===== src/rtl/tga_rle_pkg.sv =====
// Shared constants and widths for the TGA run-length pixel decoder.
package tga_rle_pkg;

  localparam int unsigned BYTE_W      = 8;
  localparam int unsigned CFG_INDEX_W = 2;
  localparam int unsigned CFG_DATA_W  = 32;
  localparam int unsigned COUNT_W     = 32;
  localparam int unsigned BPP_W       = 3;

  typedef enum logic [CFG_INDEX_W-1:0] {
    CFG_RLE_MODE        = 2'd0,
    CFG_BYTES_PER_PIXEL = 2'd1,
    CFG_PIXEL_TOTAL     = 2'd2
  } cfg_index_t;

  localparam logic [BYTE_W-1:0] RUN_FLAG_LIMIT = 8'd128;
  localparam logic [BYTE_W-1:0] RUN_BIAS       = 8'd127;
  localparam logic [BYTE_W-1:0] ALPHA_OPAQUE   = 8'hFF;
  localparam logic [BPP_W-1:0]  BPP_WITH_ALPHA = 3'd4;
  localparam logic [BPP_W-1:0]  BPP_RESET      = 3'd3;

endpackage


===== src/rtl/tga_rle_pixel_decoder.sv =====
// Top level of the TGA run-length pixel decoder.
//
// Image data bytes enter on data_byte with in_valid/in_stall, one word per
// cycle. A word is taken at a clock edge where in_valid is high and in_stall
// is low. Decoded pixels leave on red/green/blue/alpha with a repeat count,
// image_done and status, under out_valid/out_stall.
// Each byte is handled in the cycle it is accepted: the state registers are
// loaded at that edge, and a finished pixel goes to the output register or,
// while it stalls, to the skid buffer. One byte is taken every cycle while in_stall is low.
// The output register is backed by a one-word skid buffer, so input words
// keep flowing while a finished pixel waits; in_stall rises only when the
// skid buffer is also full, and is driven straight from a flop.
// Reset (rst, synchronous) sets rle_mode to 1, bytes_per_pixel to 3 and
// pixel_total to 1, and empties both output stages. A write to one of the
// three configuration registers restarts decoding with the register values
// kept. Once the image is complete, further bytes are accepted and dropped.
module tga_rle_pixel_decoder (
  input  logic                                 clk,
  input  logic                                 rst,
  input  logic                                 cfg_we,
  input  logic [tga_rle_pkg::CFG_INDEX_W-1:0]  cfg_index,
  input  logic [tga_rle_pkg::CFG_DATA_W-1:0]   cfg_data,
  input  logic [tga_rle_pkg::BYTE_W-1:0]       data_byte,
  input  logic                                 in_valid,
  output logic                                 in_stall,
  output logic [tga_rle_pkg::BYTE_W-1:0]       red,
  output logic [tga_rle_pkg::BYTE_W-1:0]       green,
  output logic [tga_rle_pkg::BYTE_W-1:0]       blue,
  output logic [tga_rle_pkg::BYTE_W-1:0]       alpha,
  output logic [tga_rle_pkg::BYTE_W-1:0]       repeat_res,
  output logic                                 image_done,
  output logic                                 status,
  output logic                                 out_valid,
  input  logic                                 out_stall
);
  import tga_rle_pkg::*;

  typedef struct packed {
    logic [BYTE_W-1:0] red;
    logic [BYTE_W-1:0] green;
    logic [BYTE_W-1:0] blue;
    logic [BYTE_W-1:0] alpha;
    logic [BYTE_W-1:0] repeat_res;
    logic              image_done;
    logic              status;
  } pixel_t;

  // Configuration registers.
  logic                rle_mode;
  logic [BPP_W-1:0]    bytes_per_pixel;
  logic [COUNT_W-1:0]  pixel_total;

  // Decoder state. pixels_left counts down from pixel_total; zero means halted.
  logic                expect_header;
  logic                packet_is_run;
  logic [BYTE_W-1:0]   packet_pixels_left;
  logic [1:0]          byte_in_pixel;
  logic [3*BYTE_W-1:0] colour_bytes;
  logic [COUNT_W-1:0]  pixels_left;

  logic                expect_header_next;
  logic                packet_is_run_next;
  logic [BYTE_W-1:0]   packet_pixels_left_next;
  logic [1:0]          byte_in_pixel_next;
  logic [3*BYTE_W-1:0] colour_bytes_next;
  logic [COUNT_W-1:0]  pixels_left_next;

  // Output register and skid stage.
  pixel_t out_word;
  pixel_t skid_word;
  logic   skid_valid;

  pixel_t res;
  logic   res_valid;

  logic   accept;
  logic   active;
  logic   in_header;
  logic   size4;
  logic   last_byte;
  logic   rem_small;
  logic   rem_one;
  logic   run_clip;
  logic   run_done;
  logic   out_free;
  logic   cfg_hit;
  logic   rle_mode_cfg;
  logic [COUNT_W-1:0] pixel_total_cfg;

  assign accept    = in_valid && !in_stall;
  assign active    = (pixels_left != '0);
  assign in_header = rle_mode && expect_header;
  assign size4     = (bytes_per_pixel == BPP_WITH_ALPHA);
  assign last_byte = size4 ? (byte_in_pixel == 2'd3) : (byte_in_pixel == 2'd2);
  assign rem_small = (pixels_left[COUNT_W-1:BYTE_W] == '0);
  assign rem_one   = (pixels_left == COUNT_W'(1));
  assign run_clip  = rem_small && (packet_pixels_left > pixels_left[BYTE_W-1:0]);
  assign run_done  = rem_small && (packet_pixels_left >= pixels_left[BYTE_W-1:0]);

  always_comb begin
    expect_header_next      = expect_header;
    packet_is_run_next      = packet_is_run;
    packet_pixels_left_next = packet_pixels_left;
    byte_in_pixel_next      = byte_in_pixel;
    colour_bytes_next       = colour_bytes;
    pixels_left_next        = pixels_left;
    res_valid               = 1'b0;

    case (byte_in_pixel)
      2'd0: colour_bytes_next[BYTE_W-1:0]          = data_byte;
      2'd1: colour_bytes_next[2*BYTE_W-1:BYTE_W]   = data_byte;
      2'd2: colour_bytes_next[3*BYTE_W-1:2*BYTE_W] = data_byte;
      default: colour_bytes_next = colour_bytes;
    endcase

    res.red        = colour_bytes_next[3*BYTE_W-1:2*BYTE_W];
    res.green      = colour_bytes_next[2*BYTE_W-1:BYTE_W];
    res.blue       = colour_bytes_next[BYTE_W-1:0];
    res.alpha      = size4 ? data_byte : ALPHA_OPAQUE;
    res.repeat_res = BYTE_W'(1);
    res.image_done = rem_one;
    res.status     = 1'b0;

    if (in_header) begin
      // Packet header: below 128 is a raw packet, else a run.
      colour_bytes_next  = colour_bytes;
      expect_header_next = 1'b0;
      byte_in_pixel_next = 2'd0;
      if (data_byte < RUN_FLAG_LIMIT) begin
        packet_is_run_next      = 1'b0;
        packet_pixels_left_next = data_byte + BYTE_W'(1);
      end else begin
        packet_is_run_next      = 1'b1;
        packet_pixels_left_next = data_byte - RUN_BIAS;
      end
    end else if (!last_byte) begin
      byte_in_pixel_next = byte_in_pixel + 2'd1;
    end else begin
      byte_in_pixel_next = 2'd0;
      res_valid          = 1'b1;
      if (rle_mode && packet_is_run) begin
        res.repeat_res          = run_clip ? pixels_left[BYTE_W-1:0] : packet_pixels_left;
        res.status              = run_clip;
        res.image_done          = run_done;
        packet_pixels_left_next = '0;
        expect_header_next      = 1'b1;
      end else if (rle_mode) begin
        packet_pixels_left_next = packet_pixels_left - BYTE_W'(1);
        if (packet_pixels_left_next == '0) begin
          expect_header_next = 1'b1;
        end else begin
          res.status = rem_one;
        end
      end
      pixels_left_next = pixels_left - COUNT_W'(res.repeat_res);
    end
  end

  assign cfg_hit = cfg_we && ((cfg_index == CFG_RLE_MODE) ||
                              (cfg_index == CFG_BYTES_PER_PIXEL) ||
                              (cfg_index == CFG_PIXEL_TOTAL));
  assign rle_mode_cfg    = (cfg_index == CFG_RLE_MODE) ? cfg_data[0] : rle_mode;
  assign pixel_total_cfg = (cfg_index == CFG_PIXEL_TOTAL) ? cfg_data : pixel_total;

  always_ff @(posedge clk) begin
    if (rst) begin
      rle_mode           <= 1'b1;
      bytes_per_pixel    <= BPP_RESET;
      pixel_total        <= COUNT_W'(1);
      expect_header      <= 1'b1;
      packet_is_run      <= 1'b0;
      packet_pixels_left <= '0;
      byte_in_pixel      <= 2'd0;
      colour_bytes       <= '0;
      pixels_left        <= COUNT_W'(1);
    end else if (cfg_hit) begin
      case (cfg_index)
        CFG_RLE_MODE:        rle_mode        <= cfg_data[0];
        CFG_BYTES_PER_PIXEL: bytes_per_pixel <= cfg_data[BPP_W-1:0];
        CFG_PIXEL_TOTAL:     pixel_total     <= cfg_data;
        default:             rle_mode        <= rle_mode;
      endcase
      expect_header      <= rle_mode_cfg;
      packet_is_run      <= 1'b0;
      packet_pixels_left <= '0;
      byte_in_pixel      <= 2'd0;
      colour_bytes       <= '0;
      pixels_left        <= pixel_total_cfg;
    end else if (accept && active) begin
      expect_header      <= expect_header_next;
      packet_is_run      <= packet_is_run_next;
      packet_pixels_left <= packet_pixels_left_next;
      byte_in_pixel      <= byte_in_pixel_next;
      colour_bytes       <= colour_bytes_next;
      pixels_left        <= pixels_left_next;
    end
  end

  // A new pixel goes to the output register when it is free, else to the skid.
  logic new_pixel;
  assign new_pixel = accept && active && !cfg_hit && res_valid;
  assign out_free  = !out_valid || !out_stall;

  always_ff @(posedge clk) begin
    if (rst) begin
      out_valid  <= 1'b0;
      skid_valid <= 1'b0;
    end else if (out_free) begin
      out_valid  <= skid_valid || new_pixel;
      skid_valid <= 1'b0;
    end else if (new_pixel) begin
      skid_valid <= 1'b1;
    end
  end

  always_ff @(posedge clk) begin
    if (out_free) begin
      out_word <= skid_valid ? skid_word : res;
    end
    if (!out_free && new_pixel) begin
      skid_word <= res;
    end
  end

  assign in_stall   = skid_valid;
  assign red        = out_word.red;
  assign green      = out_word.green;
  assign blue       = out_word.blue;
  assign alpha      = out_word.alpha;
  assign repeat_res = out_word.repeat_res;
  assign image_done = out_word.image_done;
  assign status     = out_word.status;

endmodule


===== config.mk =====
export PLATFORM = sky130hd
export DESIGN_NAME = tga_rle_pixel_decoder
export DESIGN_NICKNAME = d
export VERILOG_FILES = /design/src/rtl/tga_rle_pkg.sv /design/src/rtl/tga_rle_pixel_decoder.sv
export SDC_FILE = /design/constraint.sdc
export NUM_CORES = 1
export LEC_CHECK = 0
export ABC_CLOCK_PERIOD_IN_PS = 10750
export BUFFER_PORTS_ARGS = -buffer_cell sky130_fd_sc_hd__buf_4
export CORE_MARGIN = 3
export CORE_UTILIZATION = 55
export CTS_CLUSTER_DIAMETER = 100
export DETAILED_ROUTE_END_ITERATION = 8
export GPL_TIMING_DRIVEN = 0
export PLACE_DENSITY = 0.75
export SLEW_MARGIN = 10
export SYNTH_ARGS = -nofsm -noshare
export SYNTH_HDL_FRONTEND = slang
export SYNTH_SLANG_ARGS = --single-unit

===== constraint.sdc =====
create_clock -name clk -period 10.75 [get_ports clk]
set_clock_uncertainty 0.05 [all_clocks]
set_input_delay 2.15 -clock clk [delete_from_list [all_inputs] [get_ports clk]]
set_output_delay 2.15 -clock clk [all_outputs]
set_load 0.005 [all_outputs]

# Yosys cells after proc, flatten, opt, wreduce, memory -nomap -nowiden
# Index checks and enable logic that the tools add are counted.
[op_classes] reduce_logical=39 n_lt_le_gt_ge=3 eq_ne=8 addsub=5 n_bitwise=1 muxes=38
[op_table] cell="32-bit two-way mux" n=5
[op_table] cell="8-bit two-way mux" n=10
[op_table] cell="42-bit two-way mux" n=1
[op_table] cell="32-bit by 1-bit == test with 1-bit output (second input constant)" n=1
[op_table] cell="32-bit nonzero test" n=1
[op_table] cell="32-bit by 8-bit subtractor with 32-bit output" n=1
[op_table] cell="9-bit two-way mux" n=3
[op_table] cell="24-bit logical NOT" n=1
[op_table] cell="10-bit two-way mux" n=2
[op_table] cell="1-bit two-way mux" n=15
[op_table] cell="1-bit logical AND" n=10
[op_table] cell="8-bit by 1-bit adder with 8-bit output (second input constant)" n=1
[op_table] cell="8-bit greater-or-equal comparator" n=1
[op_table] cell="8-bit > comparator" n=1
[op_table] cell="8-bit logical NOT" n=1
[op_table] cell="8-bit < comparator (second input constant)" n=1
[op_table] cell="4-bit nonzero test" n=2
[op_table] cell="8-bit by 1-bit subtractor with 8-bit output (second input constant)" n=1
[op_table] cell="8-bit by 7-bit subtractor with 8-bit output (second input constant)" n=1
[op_table] cell="2-bit == test (second input constant)" n=3
[op_table] cell="2-bit AND reduction" n=3
[op_table] cell="3-bit AND reduction" n=2
[op_table] cell="2-bit nonzero test" n=3
[op_table] cell="3-bit nonzero test" n=2
[op_table] cell="other kinds (11)" n=22
[totals] word_cells=119 inputBits=47 out_inout_bits=44 regBits=190

# Depth between registers and ports, before layout
# Gate-level depths: netlist of the first run.
[depth] word_depth=11 mapped_depth=19 mapped_depth_nobuf=18

# Least setup slack after synthesis of the first run
# No wires, ideal clock.
[synth_timing] path_type="input to register" start="input out_stall" end="register skid_word[0] (netlist name), enable pin" t_arrival_ns=6.117 path_buffers=0 t_required_ns=10.206 path_slack_ns=4.090 path_stages=2 setup_ns=0.494 path_cell_list="nand2_1 -> nor3_1"
[synth_between] elab_chain_len=4
[synth_lines] element="start: declaration" line_no="tga_rle_pixel_decoder.sv:34" rtl="input logic out_stall"
[synth_lines] element="1-bit logical NOT" line_no="tga_rle_pixel_decoder.sv:202" rtl="assign out_free = !out_valid || !out_stall;"
[synth_lines] element="1-bit logical OR" line_no="tga_rle_pixel_decoder.sv:202"
[synth_lines] element="1-bit logical NOT" line_no="tga_rle_pixel_decoder.sv:220" rtl="if (!out_free && new_pixel) begin"
[synth_lines] element="1-bit logical AND" line_no="tga_rle_pixel_decoder.sv:220"
[synth_lines] element="end signal: assignment" line_no="tga_rle_pixel_decoder.sv:221" rtl="skid_word <= res;"
[synth_lines] element="end: declaration" line_no="tga_rle_pixel_decoder.sv:70" rtl="pixel_t skid_word;"
# No other way between the ends.
# A chain may end at the register's enable or synchronous reset.

# Worst setup path in the final report of the first run
[layout_timing] start="register pixels_left[24]" end="register pixels_left[16]"
[layout_between] elab_chain_len=11 elab_cells_between_ends=15 classes_between="1 x add/sub; 8 x mux; 6 x reduce/logical"
[layout_lines] element="start: declaration" line_no="tga_rle_pixel_decoder.sv:59" rtl="logic [COUNT_W-1:0] pixels_left;"
[layout_lines] element="start signal: assignment" line_no="tga_rle_pixel_decoder.sv:188" rtl="pixels_left <= pixel_total_cfg;"
[layout_lines] element="start signal: assignment" line_no="tga_rle_pixel_decoder.sv:195" rtl="pixels_left <= pixels_left_next;"
[layout_lines] element="24-bit logical NOT" line_no="tga_rle_pixel_decoder.sv:95" rtl="assign rem_small = (pixels_left[COUNT_W-1:BYTE_W] == '0);"
[layout_lines] element="1-bit logical AND" line_no="tga_rle_pixel_decoder.sv:97" rtl="assign run_clip = rem_small && (packet_pixels_left > pixels_left[BYTE_W-1:0]);"
[layout_lines] element="8-bit two-way mux" line_no="tga_rle_pixel_decoder.sv:142" rtl="res.repeat_res = run_clip ? pixels_left[BYTE_W-1:0] : packet_pixels_left;"
[layout_lines] element="9-bit two-way mux" line_no="tga_rle_pixel_decoder.sv:141" rtl="if (rle_mode && packet_is_run) begin"
[layout_lines] element="9-bit two-way mux" line_no="tga_rle_pixel_decoder.sv:136" rtl="end else if (!last_byte) begin"
[layout_lines] element="9-bit two-way mux" line_no="tga_rle_pixel_decoder.sv:124" rtl="if (in_header) begin"
[layout_lines] element="32-bit by 8-bit subtractor with 32-bit output" line_no="tga_rle_pixel_decoder.sv:155" rtl="pixels_left_next = pixels_left - COUNT_W'(res.repeat_res);"
[layout_lines] element="32-bit two-way mux" line_no="tga_rle_pixel_decoder.sv:136"
[layout_lines] element="32-bit two-way mux" line_no="tga_rle_pixel_decoder.sv:124"
[layout_lines] element="32-bit two-way mux" line_no="tga_rle_pixel_decoder.sv:189" rtl="end else if (accept && active) begin"
[layout_lines] element="32-bit two-way mux" line_no="tga_rle_pixel_decoder.sv:176" rtl="end else if (cfg_hit) begin"
# Several ways; a longest one is shown, not always the timed one. The select of a mux whose other input is x is not followed.

==> results of run 1 <==
[kinds of logic after synthesis]
logic type / count (synthesis) / synth area share
AOI/OAI and AO/OA: 206 / 0.141
xor gates and xnor gates: 21 / 0.0198
and+or+nand+nor: 317 / 0.165
adders and majority gates: 24 / 0.0331
muxes: 91 / 0.106
DFF: 190 / 0.499
buffers and inverters: 87 / 0.0363
[routing by layer]
| metal | wire length (um) | share of wire | vias to the layer above | global-route usage |
|---|---|---|---|---|
| met5 | 0 | 0 | - | 0 |
| met4 | 563 | 0.024 | 0 | 0.0913 |
| met3 | 1440 | 0.062 | 41 | 0.0403 |
| met2 | 10700 | 0.46 | 233 | 0.400 |
| met1 | 10400 | 0.45 | 3590 | 0.350 |
| li1 | - | - | 3596 | - |
[synth_stat cells (all sizes together), types with 5 or more instances]
cell and number:
a21o 6, buf 11, mux2i 32, inv 32, nor4 10, xnor2 16, xor2 5, nor2 85
dfxtp 106, o31ai 8, o22ai 12, or2 10, mux2 59, a221oi 5, or3 10, or4 5
o21ai 52, nand3 13, nand2 115, and2 5, o211ai 5, clkbuf 44, or2b 8, a211o 5
a211oi 12, nor2b 11, nand2b 10, nor3 17, ha 23, a21oi 66, edfxtp 84
[power groups by stage]
| stage | logic, W | clock network (W) | registers [W] |
|---|---|---|---|
| after global routing | 0.000254 | 0.000634 | 0.000790 |
| after detailed placement | 0.000225 | 0 | 0.000803 |
| after CTS | 0.000227 | 0.000608 | 0.000787 |
| final | 0.000230 | 0.000606 | 0.000788 |
| after floorplan | 0.000157 | 0 | 0.000799 |
| after global placement | 0.000222 | 0 | 0.000803 |
[worst paths after layout]
check / slack [ps] / cells after the start / end
hold reg to reg: 410 / 2 / pixel_total[18]
setup / recovery: 5470 / 16 / pixels_left[16]
hold / removal: 410 / 2 / pixel_total[18]
setup reg to reg: 5470 / 16 / pixels_left[16]
[area by class of cell]
type	instances	area, um^2
Sequential cell	190	4640
Buffer	55	218
Clock buffer	18	429
Inverter	32	120
Tap cell	216	270
Timing Repair Buffer	92	711
Fill cell	1355	5390
Multi-Input combinational cell	659	4330
Clock inverter	14	123
[registers in the layout, summed over array words and instances (netlist names), 2 cells and up]
signal              flops
green                   8
packet_pixels_left      8
pixels_left            32
red                     8
bytes_per_pixel         3
byte_in_pixel           2
skid_word              42
blue                    8
alpha                   8
pixel_total            32
colour_bytes           24
repeat_res              8
[placed cells by master, fill, tap and decap left out, types with 5 or more instances in the layout]
master	instances
nor2b_1	11
clkbuf_16	17
nor2_1	85
edfxtp_1	84
o22ai_1	12
a211o_1	5
o31ai_1	8
mux2i_1	32
a21o_1	6
nand2b_1	10
or2b_1	8
or4_1	5
or2_2	8
nand3_1	13
inv_6	7
or3_1	9
ha_1	23
nand2_1	113
a21oi_1	66
xor2_1	5
a211oi_1	12
o21ai_0	52
inv_1	32
nor3_1	15
clkbuf_1	45
dfxtp_1	106
and2_1	5
buf_2	9
a221oi_1	5
xnor2_1	16
nor4_1	9
buf_4	89
mux2_2	59
[metrics by stage]
stage               hold WS [ps]  instances  cell area, um^2   util  setup WS [ps]
global placement             391       1239            10200  0.630           1680
floorplan                    383        936             9310      -           4090
finish                       406       1276            10800  0.668           5470
detailed placement           398       1244            10300  0.634           5620
global route                 432       1276            10800  0.668           5170
CTS                          405       1276            10800  0.668           5590
[worst register-to-register path, cell delays in order (launching register included)]
cell,delay (ps)
dfxtp_1,350
or4_1,510
buf_2,170
and4bb_2,340
and2_1,220
o311ai_2,230
buf_2,250
nor2_1,90
a21oi_1,70
or2_2,310
ha_1,320
nor2b_1,170
o31a_1,290
o21ai_0,720
nand4_1,410
or3_1,410
a32o_1,260
==> summary.txt, run 1 <==
Reg clk slew, reported paths -> 70 ps
wire length per cell -> 18.1 um
Gate power share -> 0.142
ant diodes -> 0
critical path capture point type -> flop
Die Y -> 136 um
post-synthesis sequential area ratio -> 0.499
Post-synth ARST share -> 0
R2R Path Start -> pixels_left[24]
total wire length -> 23100 um
area share of the largest cell type after synthesis -> 0.271
Worst EP required -> 11040 ps
core area -> 16200 um^2
post-route ant nets -> 0
Post-Syn Instances -> 936
CP startpoint -> pixels_left[24]
die area -> 18500 um^2
fin crit share -> 0.491
initial core utilization -> 0.573
Peak Freq -> 190 MHz
worst-margin pin slew -> 872 ps
Total GRT Usage -> 0.252
Mapped Nets -> 1007
Port-buffer cells -> 87
peak supply drop -> 0.000115 V
post-layout min period -> 5280 ps
CTS Sinks -> 190
largest net degree at the start of global routing -> 37
normalized max-slew margin -> 0.413
DP HPWL -> 16800 um
vias in the first global route -> 7041
Worst path top cell family by delay -> simple AND/OR/NAND/NOR gates
Sequential Power Share -> 0.485
Final #Nets -> 1118
Congestion Overflow GR -> 0
Int Pwr -> 0.00117 W
Crit path buffers/inverters -> 2
HP Start -> pixel_total[18]
crit path cell chain -> or4_1 > buf_2 > and4bb_2 > and2_1 > o311ai_2 > buf_2 > nor2_1 > a21oi_1 > or2_2 > ha_1 > nor2b_1 > o31a_1 > o21ai_0 > nand4_1 > or3_1 > a32o_1
CTS buffer count -> 17
H-tree levels -> 4
critical path type -> flop to flop
top_reg_cell synth -> dfxtp_1
Site Rows -> 46
hold buffers post-CTS -> 0
critical path's largest stage delay -> 720 ps
Final Hold Violating Endpoints -> 0
largest fanout on the critical path -> 10
# DRC -> 0
TritonRoute pass-1 iters -> 5
Die Wd -> 136 um
leading area contributor after synthesis -> edfxtp_1
Yosys Warn Count -> 0
Min-Delay Path Class -> flop to flop
CTS tree -> yes
maxcap violations -> 0
first-pass GRT wire length -> 36400 um
antenna violations before repair -> 0
Power Density -> 150 nW/um^2
Top cell by count, worst path -> buf_2
startpoint type of the worst setup path -> flop
crit path DAT -> 5560 ps
io pins -> 91
clk buf depth -> 2
unrepaired setup endpoints after global routing -> false
Post-Syn Area -> 9310 um^2
Post-synth EDFFs -> 84
Avg Inst Size Synth -> 9.94 um^2
Final TNS setup -> 0 ps
switching part of the total -> 0.280
share of post-route cells with drive strength above 1 -> 0.201
Tot Pwr -> 0.00162 W
Psw -> 0.000455 W
Vias -> 7460
distinct cell type count of the synthesized netlist -> 71
final RePlAce weighted congestion -> 0.916
Slew Viols, Final -> 0
clock latency on the worst-skew pair -> 440 ps
Synth Register Bits -> 190
status -> finished, final reports clean
post_cts resized -> 0
Leak -> 4.03 nW
Synth area leaders -> edfxtp_1, dfxtp_1, mux2_2
number of setup violations in the final report -> 0
clock group share of total power -> 0.373
CP max stage cell -> o21ai_0
number of setup buffers added after CTS -> 0
routed vias/inst -> 5.85
synth-to-layout area growth -> 16.6%
clock root buffer -> clkbuf_16
Initial DRC Count -> 612
Power figures use the tool's default switching activity.
==> run 2, diff against run 1 <==
Settings changed: ABC_AREA from default to 1, ABC_CLOCK_PERIOD_IN_PS 10750 to 4600, CORE_UTILIZATION 55 to 54, PLACE_DENSITY 0.75 to 0.76.
Clock period 10.75 ns to 4.6 ns, I/O delays scaled along.
==> run 2 against run 1 <==
Sequential power rose by 140%. Clock power increased by 140%. Routed wire length is 23% higher. Synthesized cell count is 42% higher. Largest cell class is now multi-input combinational cells. Highest routed layer unchanged.
==> summary.txt, run 2 <==
status -> finished, final reports clean
Mapped Nets -> 1404
Die Y -> 143 um
post-layout min period -> 3800 ps
clock group share of total power -> 0.347
clock root buffer -> clkbuf_16
Post-synth ARST share -> 0
CTS buffer count -> 17
number of setup buffers added after CTS -> 0
hold_ws -> 411 ps
startpoint type of the worst setup path -> flop
critical path capture point type -> flop
Vias -> 9517
Final #Nets -> 1515
Gate power share -> 0.208
Port-buffer cells -> 88
Worst EP required -> 4880 ps
vias in the first global route -> 8545
Total GRT Usage -> 0.275
antenna violations before repair -> 0
maxcap violations -> 0
CTS tree -> yes
wire length per cell -> 16.9 um
crit path DAT -> 4080 ps
xor/xnor share of the synthesized area -> 0.00173
post-route insts no fill -> 1686
switching part of the total -> 0.321
Min-Delay Path Class -> flop to flop
Tot Pwr -> 0.00428 W
Synth Register Bits -> 190
Top Registers -> skid_word x42, pixel_total x32, pixels_left x32
Synth area leaders -> edfxtp_1, dfxtp_1, nand2_1
Synth Area in Simple Gates -> 0.288
top_reg_cell synth -> dfxtp_1
placed cells -> 1654
total wire length -> 28500 um
adder-cell share of the synthesized area -> 0.0304
Slew Viols, Final -> 0
clock latency on the worst-skew pair -> 440 ps
main combinational cell family by area after synthesis -> simple AND/OR/NAND/NOR gates
Compound-Gate Fraction of Synth Area -> 0.140
H-tree levels -> 4
routed vias/inst -> 5.64
Power Density -> 365 nW/um^2
Int Pwr -> 0.00290 W
list of most frequent post-synthesis cells -> nand2_1, nor2_1, inv_1
number of setup violations in the final report -> 0
post-route ant nets -> 0
synth-to-layout area growth -> 15.9%
Leak -> 5.19 nW
core area -> 18200 um^2
count leader, synth -> nand2_1
Final TNS setup -> 0 ps
Post-Syn Area -> 10100 um^2
Reg clk slew, reported paths -> 70 ps
clk buf depth -> 2
Die Wd -> 143 um
Largest Register -> skid_word
DP HPWL -> 21400 um
max reg flops -> 42
share of post-route cells with drive strength above 1 -> 0.148
Final Hold Violating Endpoints -> 0
largest net degree at the start of global routing -> 30
Sequential Power Share -> 0.445
Post-synth EDFFs -> 84
Peak Freq -> 263 MHz
normalized max-slew margin -> 0.482
ant diodes -> 0
post_cts resized -> 0
mux share of post-synthesis cell area -> 0.000989
Yosys Warn Count -> 0
die area -> 20400 um^2
first-pass GRT wire length -> 44200 um
io pins -> 91
leading area contributor after synthesis -> edfxtp_1
area share of the largest cell type after synthesis -> 0.249
critical path type -> flop to flop
Final WS setup -> 800 ps
final RePlAce weighted congestion -> 1.02
Congestion Overflow GR -> 0
unrepaired setup endpoints after global routing -> false
hold buffers post-CTS -> 0
Initial DRC Count -> 900
CTS Sinks -> 190
Post-Syn Instances -> 1333
largest fanout on the critical path -> 10
TritonRoute pass-1 iters -> 6
most frequent cells in the layout -> nand2_1, nor2_1, inv_1, dfxtp_1, o21ai_0
distinct cell type count of the synthesized netlist -> 46
Avg Inst Size Synth -> 7.59 um^2
post-synthesis sequential area ratio -> 0.459
pre-CTS setup slack -> 887 ps
worst-margin pin slew -> 777 ps
peak supply drop -> 0.000279 V
most common cell after layout, fill and taps aside -> nand2_1
initial core utilization -> 0.556
# DRC -> 0
Site Rows -> 49
fin crit share -> 0.826
Psw -> 0.00137 W
-- run 2: cell type report --
class / count / area, um^2
Fill cell: 1644 / 6480
Multi-Input combinational cell: 954 / 4680
Sequential cell: 190 / 4640
Timing Repair Buffer: 92 / 722
Inverter: 132 / 498
Clock buffer: 20 / 468
Buffer: 57 / 310
Tap cell: 229 / 287
Clock inverter: 12 / 115
-- run 2: power groups by stage --
stage	Combinational (W)	Sequential, W	Clock [W]
detailed placement	0.000871	0.00194	0
finish	0.000890	0.00190	0.00148
CTS	0.000878	0.00190	0.00149
floorplan	0.000616	0.00192	0
global placement	0.000858	0.00194	0
global route	0.000997	0.00191	0.00154
-- run 2: layer usage --
layer,GRT usage,part of all wire
met1,0.378,0.44
met3,0.0445,0.066
met5,0,0
met4,0.118,0.037
met2,0.434,0.46
-- run 2: path summary, 6_finish.rpt --
check	startpoint	endpoint	slack [ps]	depth (start not counted)
worst max-delay path	pixels_left[1]	pixels_left[14]	800	22
worst min-delay path	bytes_per_pixel[1]	bytes_per_pixel[1]	410	2
worst max register to register	pixels_left[1]	pixels_left[14]	800	22
worst min register to register	bytes_per_pixel[1]	bytes_per_pixel[1]	410	2
-- run 2: worst max-delay path: stages, from the launching register on --
cell	delay, ps
dfxtp_1	430
inv_1	160
ha_1	330
nand2_1	50
nand2_1	50
nand2_1	40
nand2_1	50
nand2_1	40
nand2_1	160
nand3_2	110
buf_6	160
nand2_1	50
o21ai_1	70
or2_1	230
ha_1	350
a21oi_1	270
nand2_1	190
nor2_1	490
nand3_1	130
nand3_1	100
nand2_1	50
nor2_1	90
nor2_1	40
-- run 2: kinds of logic after synthesis --
group,count (synthesis)
buf+inv,189
fa+ha+maj,24
xor+xnor,2
simple gates,670
flops,190
compound gates,257
mux,1
-- run 2: stage by stage --
stage | utilization | area [um^2]
2_1_floorplan | - | 10100
3_3_place_gp | 0.608 | 11100
3_5_place_dp | 0.612 | 11100
4_1_cts | 0.644 | 11700
5_1_grt | 0.644 | 11700
6_report | 0.644 | 11700
